--- src/rtl/rgb_triple_text_parser_defines.svh ---
// ----------------------------------------------------------------------------
// RGB triple text parser assertion macros
// Concurrent assertion helpers, clocked on clk and disabled during rst.
// ----------------------------------------------------------------------------
`ifndef RGB_TRIPLE_TEXT_PARSER_DEFINES_SVH
`define RGB_TRIPLE_TEXT_PARSER_DEFINES_SVH

`ifndef SYNTHESIS
// Same-cycle implication.
`define RTP_ASSERT_IMP(label, ante, cons, msg) \
  label: assert property (@(posedge clk) disable iff (rst) (ante) |-> (cons)) else $error(msg);
// Next-cycle implication.
`define RTP_ASSERT_NXT(label, ante, cons, msg) \
  label: assert property (@(posedge clk) disable iff (rst) (ante) |=> (cons)) else $error(msg);
`else
`define RTP_ASSERT_IMP(label, ante, cons, msg)
`define RTP_ASSERT_NXT(label, ante, cons, msg)
`endif

`endif

--- src/rtl/rgbp_pkg.sv ---
// ----------------------------------------------------------------------------
// RGB triple text parser package
// Shared types and constants for the front, queue and back of the parser.
// ----------------------------------------------------------------------------
`default_nettype none

package rgbp_pkg;

  // Character classes produced by the front end.
  typedef enum logic [2:0] {
    CLS_DIGIT,
    CLS_SPACE,
    CLS_COMMA,
    CLS_OTHER,
    CLS_END
  } char_class_t;

  // One classified item as it travels through the queue.
  typedef struct packed {
    char_class_t cls;
    logic [3:0]  digit;
  } item_t;

  // Queue status seen by the front and the back.
  typedef struct packed {
    logic full;
    logic empty;
  } fifo_stat_t;

  // Position within the current field.
  typedef enum logic [1:0] {
    PHASE_LEAD,
    PHASE_BODY,
    PHASE_TRAIL
  } phase_t;

  // Result status codes.
  localparam logic [1:0] STATUS_OK     = 2'd0;
  localparam logic [1:0] STATUS_STRUCT = 2'd1;
  localparam logic [1:0] STATUS_VALUE  = 2'd2;

  // Queue geometry; the depth is a power of two so the pointers wrap freely.
  localparam int FIFO_AW    = 2;
  localparam int FIFO_DEPTH = 1 << FIFO_AW;
  localparam int FIFO_CW    = $clog2(FIFO_DEPTH + 1);

  // Character codes.
  localparam logic [7:0] CH_SPACE = 8'h20;
  localparam logic [7:0] CH_COMMA = 8'h2C;
  localparam logic [7:0] CH_ZERO  = 8'h30;
  localparam logic [7:0] CH_NINE  = 8'h39;

  // Field value limits and the fixed alpha byte.
  localparam logic [8:0] VALUE_MAX = 9'd255;
  localparam logic [8:0] VALUE_SAT = 9'd256;
  localparam logic [7:0] ALPHA     = 8'hFF;

  // Output stream width: status then colour, padded to whole bytes.
  localparam int OUT_W = 40;

endpackage

`default_nettype wire

--- src/rtl/rgbp_front.sv ---
// ----------------------------------------------------------------------------
// RGB triple text parser front end
// Accepts input items, classifies each character and hands it to the queue.
// ----------------------------------------------------------------------------
`default_nettype none

module rgbp_front (
  input  wire logic               clk,
  input  wire logic               rst,
  input  wire logic               s_tvalid,
  output logic                    s_tready,
  input  wire logic [7:0]         s_tdata,   // ch[7:0]
  input  wire logic               s_tlast,   // is_end
  input  wire rgbp_pkg::fifo_stat_t fifo_stat,
  output logic                    push,
  output rgbp_pkg::item_t         item
);

  logic            held;
  rgbp_pkg::item_t cls_item;

  // Classify the incoming character; an end item overrides the character.
  // The digits '0' to '9' carry their value in the low nibble.
  always_comb begin
    cls_item.digit = s_tdata[3:0];
    priority if (s_tlast) begin
      cls_item.cls = rgbp_pkg::CLS_END;
    end else if (s_tdata == rgbp_pkg::CH_COMMA) begin
      cls_item.cls = rgbp_pkg::CLS_COMMA;
    end else if (s_tdata == rgbp_pkg::CH_SPACE) begin
      cls_item.cls = rgbp_pkg::CLS_SPACE;
    end else if (s_tdata >= rgbp_pkg::CH_ZERO && s_tdata <= rgbp_pkg::CH_NINE) begin
      cls_item.cls = rgbp_pkg::CLS_DIGIT;
    end else begin
      cls_item.cls = rgbp_pkg::CLS_OTHER;
    end
  end

  // The holding register drains into the queue whenever there is room.
  assign push     = held && !fifo_stat.full;
  assign s_tready = !held || !fifo_stat.full;

  always_ff @(posedge clk) begin
    if (rst) begin
      held <= 1'b0;
    end else if (s_tvalid && s_tready) begin
      held <= 1'b1;
    end else if (push) begin
      held <= 1'b0;
    end
  end

  always_ff @(posedge clk) begin
    if (s_tvalid && s_tready) begin
      item <= cls_item;
    end
  end

endmodule

`default_nettype wire

--- src/rtl/rgbp_fifo.sv ---
// ----------------------------------------------------------------------------
// RGB triple text parser queue
// Short register queue of classified items between the front and the back.
// ----------------------------------------------------------------------------
`default_nettype none

module rgbp_fifo (
  input  wire logic                 clk,
  input  wire logic                 rst,
  input  wire logic                 push,
  input  wire rgbp_pkg::item_t      wr_item,
  input  wire logic                 pop,
  output rgbp_pkg::item_t           rd_item,
  output rgbp_pkg::fifo_stat_t      stat
);

  rgbp_pkg::item_t                 mem [rgbp_pkg::FIFO_DEPTH];
  logic [rgbp_pkg::FIFO_AW-1:0]    wr_ptr;
  logic [rgbp_pkg::FIFO_AW-1:0]    rd_ptr;
  logic [rgbp_pkg::FIFO_CW-1:0]    count;

  assign rd_item    = mem[rd_ptr];
  assign stat.full  = (count == rgbp_pkg::FIFO_CW'(rgbp_pkg::FIFO_DEPTH));
  assign stat.empty = (count == '0);

  // Pointers and fill count.
  always_ff @(posedge clk) begin
    if (rst) begin
      wr_ptr <= '0;
      rd_ptr <= '0;
      count  <= '0;
    end else begin
      if (push) begin
        wr_ptr <= wr_ptr + 1'b1;
      end
      if (pop) begin
        rd_ptr <= rd_ptr + 1'b1;
      end
      if (push && !pop) begin
        count <= count + 1'b1;
      end else if (pop && !push) begin
        count <= count - 1'b1;
      end
    end
  end

  // Entry storage.
  always_ff @(posedge clk) begin
    if (push) begin
      mem[wr_ptr] <= wr_item;
    end
  end

endmodule

`default_nettype wire

--- src/rtl/rgbp_back.sv ---
// ----------------------------------------------------------------------------
// RGB triple text parser back end
// Applies each classified item to the field state and forms the result.
// ----------------------------------------------------------------------------
`default_nettype none

module rgbp_back (
  input  wire logic                        clk,
  input  wire logic                        rst,
  input  wire rgbp_pkg::item_t             item,
  input  wire rgbp_pkg::fifo_stat_t        fifo_stat,
  output logic                             pop,
  output logic                             m_tvalid,
  input  wire logic                        m_tready,
  output logic [rgbp_pkg::OUT_W-1:0]       m_tdata    // status[1:0], color[33:2]
);

  // Parser state.
  logic [1:0]       field_index;
  logic [1:0]       comma_count;
  logic [8:0]       field_value;
  rgbp_pkg::phase_t field_phase;
  logic             field_raw_nonempty;
  logic             structure_bad;
  logic             value_bad;
  logic             seen_nonspace;
  logic             last_nonspace_comma;
  logic [23:0]      packed_rgb;

  logic [1:0]       field_index_next;
  logic [1:0]       comma_count_next;
  logic [8:0]       field_value_next;
  rgbp_pkg::phase_t field_phase_next;
  logic             field_raw_nonempty_next;
  logic             structure_bad_next;
  logic             value_bad_next;
  logic             seen_nonspace_next;
  logic             last_nonspace_comma_next;
  logic [23:0]      packed_rgb_next;

  // Result register.
  logic [1:0]       out_status;
  logic [31:0]      out_color;
  logic [1:0]       status_next;
  logic [31:0]      color_next;
  logic             load_out;

  // Closing a field, shared by the comma and end cases.
  logic             close_bad;
  logic [23:0]      packed_closed;
  logic [1:0]       index_closed;
  logic [11:0]      prod;
  logic [8:0]       value_sat;
  logic             end_struct_bad;
  logic             end_value_bad;

  assign pop = !fifo_stat.empty
            && (item.cls != rgbp_pkg::CLS_END || !m_tvalid || m_tready);

  always_comb begin
    close_bad     = (field_phase == rgbp_pkg::PHASE_LEAD) || (field_value > rgbp_pkg::VALUE_MAX);
    packed_closed = packed_rgb;
    unique case (field_index)
      2'd0:    packed_closed[23:16] = field_value[7:0];
      2'd1:    packed_closed[15:8]  = field_value[7:0];
      2'd2:    packed_closed[7:0]   = field_value[7:0];
      default: packed_closed        = packed_rgb;
    endcase
    index_closed = (field_index == 2'd3) ? field_index : field_index + 2'd1;
  end

  // Decimal accumulate as shift-and-add, saturating at 256.
  always_comb begin
    prod      = {field_value, 3'b000} + {2'b00, field_value, 1'b0} + {8'd0, item.digit};
    value_sat = (prod > {3'b000, rgbp_pkg::VALUE_SAT}) ? rgbp_pkg::VALUE_SAT : prod[8:0];
  end

  // Final verdict for an end item.
  always_comb begin
    end_struct_bad = structure_bad || (comma_count != 2'd2)
                  || (seen_nonspace && last_nonspace_comma);
    end_value_bad  = value_bad || close_bad;
  end

  // State update for the item at the head of the queue.
  always_comb begin
    field_index_next         = field_index;
    comma_count_next         = comma_count;
    field_value_next         = field_value;
    field_phase_next         = field_phase;
    field_raw_nonempty_next  = field_raw_nonempty;
    structure_bad_next       = structure_bad;
    value_bad_next           = value_bad;
    seen_nonspace_next       = seen_nonspace;
    last_nonspace_comma_next = last_nonspace_comma;
    packed_rgb_next          = packed_rgb;
    load_out                 = 1'b0;
    status_next              = rgbp_pkg::STATUS_OK;
    color_next               = '0;
    if (pop) begin
      unique case (item.cls)
        rgbp_pkg::CLS_END: begin
          load_out = 1'b1;
          if (end_struct_bad) begin
            status_next = rgbp_pkg::STATUS_STRUCT;
          end else if (end_value_bad) begin
            status_next = rgbp_pkg::STATUS_VALUE;
          end else begin
            status_next = rgbp_pkg::STATUS_OK;
            color_next  = {packed_closed, rgbp_pkg::ALPHA};
          end
          field_index_next         = '0;
          comma_count_next         = '0;
          field_value_next         = '0;
          field_phase_next         = rgbp_pkg::PHASE_LEAD;
          field_raw_nonempty_next  = 1'b0;
          structure_bad_next       = 1'b0;
          value_bad_next           = 1'b0;
          seen_nonspace_next       = 1'b0;
          last_nonspace_comma_next = 1'b0;
          packed_rgb_next          = '0;
        end
        rgbp_pkg::CLS_COMMA: begin
          if (!seen_nonspace || !field_raw_nonempty) begin
            structure_bad_next = 1'b1;
          end
          seen_nonspace_next       = 1'b1;
          last_nonspace_comma_next = 1'b1;
          if (comma_count != 2'd3) begin
            comma_count_next = comma_count + 2'd1;
          end
          value_bad_next          = value_bad || close_bad;
          packed_rgb_next         = packed_closed;
          field_index_next        = index_closed;
          field_value_next        = '0;
          field_phase_next        = rgbp_pkg::PHASE_LEAD;
          field_raw_nonempty_next = 1'b0;
        end
        rgbp_pkg::CLS_SPACE: begin
          field_raw_nonempty_next = 1'b1;
          if (field_phase == rgbp_pkg::PHASE_BODY) begin
            field_phase_next = rgbp_pkg::PHASE_TRAIL;
          end
        end
        rgbp_pkg::CLS_DIGIT, rgbp_pkg::CLS_OTHER: begin
          field_raw_nonempty_next  = 1'b1;
          seen_nonspace_next       = 1'b1;
          last_nonspace_comma_next = 1'b0;
          field_phase_next         = rgbp_pkg::PHASE_BODY;
          if (field_phase == rgbp_pkg::PHASE_TRAIL || item.cls == rgbp_pkg::CLS_OTHER) begin
            value_bad_next = 1'b1;
          end
          if (item.cls == rgbp_pkg::CLS_DIGIT) begin
            field_value_next = value_sat;
          end
        end
        default: begin
        end
      endcase
    end
  end

  // Parser state registers.
  always_ff @(posedge clk) begin
    if (rst) begin
      field_index         <= '0;
      comma_count         <= '0;
      field_value         <= '0;
      field_phase         <= rgbp_pkg::PHASE_LEAD;
      field_raw_nonempty  <= 1'b0;
      structure_bad       <= 1'b0;
      value_bad           <= 1'b0;
      seen_nonspace       <= 1'b0;
      last_nonspace_comma <= 1'b0;
      packed_rgb          <= '0;
    end else begin
      field_index         <= field_index_next;
      comma_count         <= comma_count_next;
      field_value         <= field_value_next;
      field_phase         <= field_phase_next;
      field_raw_nonempty  <= field_raw_nonempty_next;
      structure_bad       <= structure_bad_next;
      value_bad           <= value_bad_next;
      seen_nonspace       <= seen_nonspace_next;
      last_nonspace_comma <= last_nonspace_comma_next;
      packed_rgb          <= packed_rgb_next;
    end
  end

  // Output register: holds a result until the sink takes it.
  always_ff @(posedge clk) begin
    if (rst) begin
      m_tvalid <= 1'b0;
    end else if (load_out) begin
      m_tvalid <= 1'b1;
    end else if (m_tready) begin
      m_tvalid <= 1'b0;
    end
  end

  always_ff @(posedge clk) begin
    if (load_out) begin
      out_status <= status_next;
      out_color  <= color_next;
    end
  end

  assign m_tdata = {(rgbp_pkg::OUT_W - 34)'(0), out_color, out_status};

endmodule

`default_nettype wire

--- src/rtl/rgb_triple_text_parser.sv ---
// ----------------------------------------------------------------------------
// RGB triple text parser
// Parses "r, g, b" colour text one character per item into a packed colour.
// ----------------------------------------------------------------------------
// The block takes one character per input item and sustains one item per
// clock cycle when nothing stalls. Each item passes a classifying register,
// a four-entry queue and the field-state update; an end item then loads its
// result into the output register, which keeps it until it is taken; while
// it waits, characters of the next text keep flowing into the queue, and
// only a second end item waits behind an untaken result.
// Input tdata carries the character and tlast marks the end item, which gives
// the single result for the text and returns the parser to its reset state.
`default_nettype none
`include "rgb_triple_text_parser_defines.svh"

module rgb_triple_text_parser (
  input  wire logic        clk,
  input  wire logic        rst,
  input  wire logic        s_tvalid,
  output logic             s_tready,
  input  wire logic [7:0]  s_tdata,   // ch[7:0]
  input  wire logic        s_tlast,   // is_end
  output logic             m_tvalid,
  input  wire logic        m_tready,
  output logic [39:0]      m_tdata    // status[1:0], color[33:2], zero[39:34]
);

  rgbp_pkg::fifo_stat_t fifo_stat;
  rgbp_pkg::item_t      front_item;
  rgbp_pkg::item_t      head_item;
  logic                 push;
  logic                 pop;
  logic                 pop_end;

  // Front end: accept and classify.
  rgbp_front u_front (
    .clk       (clk),
    .rst       (rst),
    .s_tvalid  (s_tvalid),
    .s_tready  (s_tready),
    .s_tdata   (s_tdata),
    .s_tlast   (s_tlast),
    .fifo_stat (fifo_stat),
    .push      (push),
    .item      (front_item)
  );

  // Queue between the two halves.
  rgbp_fifo u_fifo (
    .clk     (clk),
    .rst     (rst),
    .push    (push),
    .wr_item (front_item),
    .pop     (pop),
    .rd_item (head_item),
    .stat    (fifo_stat)
  );

  // Back end: field state and result.
  rgbp_back u_back (
    .clk       (clk),
    .rst       (rst),
    .item      (head_item),
    .fifo_stat (fifo_stat),
    .pop       (pop),
    .m_tvalid  (m_tvalid),
    .m_tready  (m_tready),
    .m_tdata   (m_tdata)
  );

  assign pop_end = pop && (head_item.cls == rgbp_pkg::CLS_END);

  // A new result only follows an end item leaving the queue.
  `RTP_ASSERT_IMP(a_result_from_end, $rose(m_tvalid), $past(pop_end), "result without end item")
  // An end item always leaves a result behind.
  `RTP_ASSERT_NXT(a_end_gives_result, pop_end, m_tvalid, "end item gave no result")
  // A failed status carries a zero colour.
  `RTP_ASSERT_IMP(a_bad_status_zero, m_tvalid && (m_tdata[1:0] != rgbp_pkg::STATUS_OK), m_tdata[33:2] == 32'd0, "nonzero colour on failed status")

endmodule

`default_nettype wire

--- config.mk ---
export PLATFORM = sky130hd
export DESIGN_NAME = rgb_triple_text_parser
export DESIGN_NICKNAME = d
export VERILOG_FILES = /design/src/rtl/rgbp_pkg.sv /design/src/rtl/rgbp_front.sv /design/src/rtl/rgbp_fifo.sv /design/src/rtl/rgbp_back.sv /design/src/rtl/rgb_triple_text_parser.sv
export VERILOG_INCLUDE_DIRS = /design/src /design/src/rtl
export SDC_FILE = /design/constraint.sdc
export NUM_CORES = 1
export LEC_CHECK = 0
export BUFFER_PORTS_ARGS = -buffer_cell sky130_fd_sc_hd__buf_2
export CORE_MARGIN = 2
export CORE_UTILIZATION = 24
export CTS_BUF_LIST = sky130_fd_sc_hd__clkbuf_4 sky130_fd_sc_hd__clkbuf_8
export CTS_CLUSTER_SIZE = 16
export DETAILED_ROUTE_END_ITERATION = 10
export SYNTH_ARGS = -nofsm -noshare
export SYNTH_HDL_FRONTEND = slang
export SYNTH_HIERARCHICAL = 1
export SYNTH_SLANG_ARGS = --single-unit
--- constraint.sdc ---
create_clock -name clk -period 6.8 [get_ports clk]
set_input_delay 0.34 -clock clk [delete_from_list [all_inputs] [get_ports clk]]
set_output_delay 0.34 -clock clk [all_outputs]
set_load 0.05 [all_outputs]
* Yosys cells after proc, flatten, opt, wreduce, memory -nomap -nowiden
Memories as Yosys holds them, arrays and structs flattened. A register that Yosys moved wholly into a read port is not among the register bits. Cells that the tools add are included.
Storage, ports and cells: register bits 94, RAM bits 28, input bits 13, output and inout bits 42, logic and storage cells 153, memories 1
Memory list:
- u_fifo.mem | depth 4, bits a word 7, read ports 1, clocked after Yosys merged registers in 1, wr ports 1, RTL line rgbp_fifo.sv:17 | rgbp_pkg::item_t mem [rgbp_pkg::FIFO_DEPTH];
Cells by class: add/sub/neg operators 8, magnitude comparators 4, equal/unequal tests 21, muxes and demuxes 38, bitwise gates (word level) 2, reduce and logical (&&, ||, !) cells 57
Operators by type and width (number):
- $pmux 24 s2 | 1
- $mux 8 | 4
- $mux 9 | 2
- $pmux 9 s2 | 1
- $reduce_and 3->1 | 6
- $eq 8x6->1 const B | 2
- $reduce_bool 2->1 | 8
- $mux 2 | 7
- $add 12x10->12 | 1
- $add 12x4->12 | 1
- $gt 12x9->1 const B | 1
- $mux 3 | 4
- $reduce_or 3->1 | 4
- $mux 1 | 11
- $ne 2x1->1 const B | 5
- $reduce_and 2->1 | 5
- $gt 9x8->1 const B | 1
- $logic_or 1x1->1 | 9
- $add 2x1->2 const B | 4
- $ge 8x6->1 const B | 1
- $le 8x6->1 const B | 1
- $logic_not 1->1 | 8
- $pmux 1 s2 | 4
- $pmux 2 s2 | 2
- other kinds (18) | 37

* Longest topological paths before layout
depth after elaboration 7, mapped depth 12, gate-level depth less buffers 11

* Hierarchy
Netlist, hierarchy kept.
Modules (own cells, without submodules):
- rgbp_back | instances 1, cells each 385, area an instance 3788.6 µm², sequential area each 1711.6 µm²
- rgbp_fifo | instances 1, cells each 81, area an instance 1442.6 µm², sequential area each 1021.0 µm²
- rgbp_front | instances 1, cells each 21, area an instance 310.3 µm², sequential area each 230.2 µm²

* Least setup slack after synthesis
OpenSTA, ideal clock, no wires.
path kind register to register, start point reg with a tool-made name, end point reg u_back.field_value[0], data arrival time 3.117 ns, slack 3.596 ns, stages on the path, launching flop included 12, path buffers 1, clock period less this slack 3.204 ns, path through dfxtp_1 -> buf_6 -> mux4_2 -> inv_1 -> fa_1 -> fa_1 -> nor2b_1 -> o311ai_1 -> nand3_1 -> nand4b_4 -> or3_4 -> o31ai_1
RTL lines:
- end signal: assignment | RTL line rgbp_back.sv:179 | field_value <= field_value_next;
- end: declaration | RTL line rgbp_back.sv:21 | logic [8:0] field_value;

==> summary.md <==
| Metric | Value |
|---|---|
| Max_slew headroom | 32.56% |
| Adder-cell share of the synthesized area | around 7.4% |
| Largest family of logic cells by synthesized area | simple AND/OR/NAND/NOR gates |
| Sinks on the clock net | between 100 and 150 |
| Peak ir drop on the vdd network | ~0.00015 V |
| H-tree levels | 4 |
| Hold-fix buffers at CTS | 0 |
| TritonCTS clock tree | done |
| Total setup violations reported at the end of the flow | 0 |
| Post-layout instance count excluding filler cells | 825 |
| Count of port buffers added during placement | 48 |
| DRC violation count after routing | 0 |
| Routability cong. | 0.7662 |
| Maximum number of pins on one net before global-route repair | 48 |
| Path depth of the worst reg2reg path | 7 |
| Timing-limited maximum frequency | 0.2705 GHz |
| Total Negative Setup Slacks | 0 ns |
| RSZ-0062 raised after global routing | no |
| Gr ovfl total | 0 |
| Routed len/inst | between 10 and 15 um |
| Area grow syn2layout | 15.42% |
| Final Hold Fails | 0 |
| Clock Root Buffer | sky130_fd_sc_hd__clkbuf_8 |
| Synth top area cells | sky130_fd_sc_hd__edfxtp_1 34%, sky130_fd_sc_hd__dfxtp_1 20%, sky130_fd_sc_hd__ha_1 6.3% |
| Most common cell in the synthesized netlist | sky130_fd_sc_hd__nor2_1 |
| Via density per instance | 4.469 |
| Number of synthesized flops with an enable pin | 62 |
| Count of boundary I/O pins | 55 |
| Synth Warn # | 6 |
| Clk buf depth | 2 |
| Outcome | finished clean |
| HPWL after DPL | 7.269 mm |
| Cell type with the largest total area after synthesis | sky130_fd_sc_hd__edfxtp_1 |
| Count of buffers added by post-CTS timing repair for setup | 0 |
| Post-synthesis mux area share | about 7.7% |
| Nets | 571 |
| Startpoint type of the worst setup path | register |
| Via count of the first global-routing pass | 3495 |
| Total wirelength of the detailed-routed design | 10.64 mm |
| Simple-Gate Fraction of Synth Area | 13.34% |
| Clock skew | 0.009539 ns |
| Top-area cell type share of the netlist area | 33.60% |
| Clock transition at path regs | approximately 0.070 ns |
| Number of standard cells after synthesis | 487 |
| Worst min-delay path category | in2reg |
| Worst hold path stage count | 1 |
| Sequential element share of the synthesized area | 53.47% |
| Fraction of layout instances using a drive strength above 1 | 18.89% |
| Overall die width | around 160 um |
| Std-Cell Rows | 55 |
| Syn Area/Cell | between 10 and 15 um2 |
| Count of filler cells inserted in the layout | about 2300 |
| Final period util | ~54% |
| Synth cell types | 67 |
| First drt pass iteration count | 4 |
| Post-synthesis instance area | 0.005542 mm2 |
| Wire length of the first global-routing pass | 17.82 mm |
| Routed vias | 3687 |
| Antenna violations before repair | 0 |
| Total of cells resized after clock tree synthesis | 0 |
| Final core utilization | 28.25% |
| Crit path DAT | 3.95 ns |
| Type of element capturing the critical path | register |
| Share of synthesized flip-flops with an asynchronous set or reset | 0% |
| Maximum fanout encountered on the critical timing path | 35 |
| Core region area | 0.02264 mm2 |
| Leakage | 2.422 nW |
| Number of register bits inferred by synthesis | 117 |
| Min cycle time layout | 3.697 ns |
| Starting density of the core | 24.48% |
| Number of slew-limit violations in the final report | 0 |
| Pwr Density | 343.3 mW/mm2 |
| Type of the worst setup path | reg2reg |
| Later-pin clock latency in the skew report | 0.42 ns |
| DRC marker count from the first detailed-route iteration | 300 |
| Post-route ant nets | 0 |
| Count of antenna diodes in the layout | 0 |
| Most instantiated flip-flop cell in the synthesis netlist | sky130_fd_sc_hd__edfxtp_1 |
| # Max-Cap Violations | 0 |
| Overall die height | 156.0 um |
| Global-route total usage across every layer | 9.197% |
| Area of the die | 0.02432 mm2 |
| Share of the synthesized area in compound gates (AO/OA/AOI/OAI) | approximately 12% |
| Number of cells after detailed placement | between 700 and 800 |
| XOR/XNOR share of the synthesized area | 1.422% |
| TritonCTS Buffers | 17 |
| Most frequent cells after synthesis | 79 x sky130_fd_sc_hd__nor2_1, 62 x sky130_fd_sc_hd__edfxtp_1, 55 x sky130_fd_sc_hd__dfxtp_1 |
| Data required, critical path | 7.05 ns |
| Worst Max-Slew Pin Slew | 1.008 ns |
## worst max-delay path: stages, from the launching register on
cell                       delay, ns
sky130_fd_sc_hd__dfxtp_1        0.59
sky130_fd_sc_hd__mux4_2         0.64
sky130_fd_sc_hd__or2_2          0.34
sky130_fd_sc_hd__or3_1          0.40
sky130_fd_sc_hd__clkinv_1       0.07
sky130_fd_sc_hd__buf_4          0.37
sky130_fd_sc_hd__nand3_1        0.76
sky130_fd_sc_hd__nor2_1         0.35
## placed cells by master (no fill, tap or decap), types with 6 or more instances in the layout
master and n:
sky130_fd_sc_hd__conb_1 6, sky130_fd_sc_hd__ha_1 28, sky130_fd_sc_hd__edfxtp_1 62, sky130_fd_sc_hd__xor2_1 6, sky130_fd_sc_hd__a22oi_1 25, sky130_fd_sc_hd__buf_2 48, sky130_fd_sc_hd__nor2_1 79, sky130_fd_sc_hd__inv_1 21
sky130_fd_sc_hd__clkbuf_8 18, sky130_fd_sc_hd__a21oi_1 18, sky130_fd_sc_hd__dfxtp_1 55, sky130_fd_sc_hd__nor2b_1 7, sky130_fd_sc_hd__mux4_2 7, sky130_fd_sc_hd__nor3_1 9, sky130_fd_sc_hd__nand2_1 17, sky130_fd_sc_hd__mux2i_1 27
## layer usage
layer	up-vias	track usage [%]	wire length, um
met5	-	0	0
li1	1839	-	-
met3	7	2.833	472
met1	1763	12.83	5442
met4	0	2.927	86
met2	78	13.57	4639
## cell type report
cell class | instances | area [um2] | share of cell area, %
clock buffers | 20 | 262.8 | 4.108
clock inverters | 12 | 155.1 | 2.426
inverters | 22 | 82.58 | 1.291
multi-input cells | 319 | 2321 | 36.29
flip-flops and latches | 117 | 2963 | 46.32
well taps | 285 | 356.6 | 5.575
repair buffers | 50 | 255.2 | 3.991
## power breakdown
part | internal [mW] | switching, mW
sequential | 0.835 | 0.0723
combinational | 0.205 | 0.417
clock | 0.380 | 0.286
## stage by stage
| step | area, um2 | worst slack [ns] | power, mW | hold slack, ns |
|---|---|---|---|---|
| finish | 6396 | 3.103 | 2.196 | 0.1273 |
| global placement | 5978 | 2.994 | 1.542 | 0.4724 |
| floorplan | 5560 | 3.596 | 1.418 | 0.4124 |
| CTS | 6396 | 3.014 | 2.218 | 0.09408 |
| detailed placement | 5978 | 3.016 | 1.547 | 0.4811 |
| global route | 6396 | 2.760 | 2.324 | 0.09983 |
## flip-flops by register name, summed over array words and instances (netlist names), 2 cells and up, named ones only
signal and flops:
u_back/out_status 2, u_back/field_index 2, u_back/comma_count 2, u_back/packed_rgb 24
u_back/field_value 9, u_fifo/count 3, u_back/field_phase 2, u_fifo/mem 28
u_back/out_color 25, u_front/item 7, u_fifo/wr_ptr 2, u_fifo/rd_ptr 2
## worst paths after layout
path / from / endpoint / slack (ns)
max: register / u_back/out_color[24] / 3.10
min: s_tdata[0] / u_front/item[0] / 0.13
max reg2reg: register / u_back/out_color[24] / 3.10
min reg2reg: u_back/field_raw_nonempty / u_back/field_raw_nonempty / 0.50
## cell families (layout without fill, tap and decap cells)
family,count (synthesis),count (layout)
xor gates and xnor gates,9,9
buffers and inverters,56,104
and+or+nand+nor,151,151
adders and majority gates,31,31
other,1,6
muxes,34,34
AOI/OAI and AO/OA,88,88
DFF,117,117
Note: power is estimated with default switching activity, not from simulation.
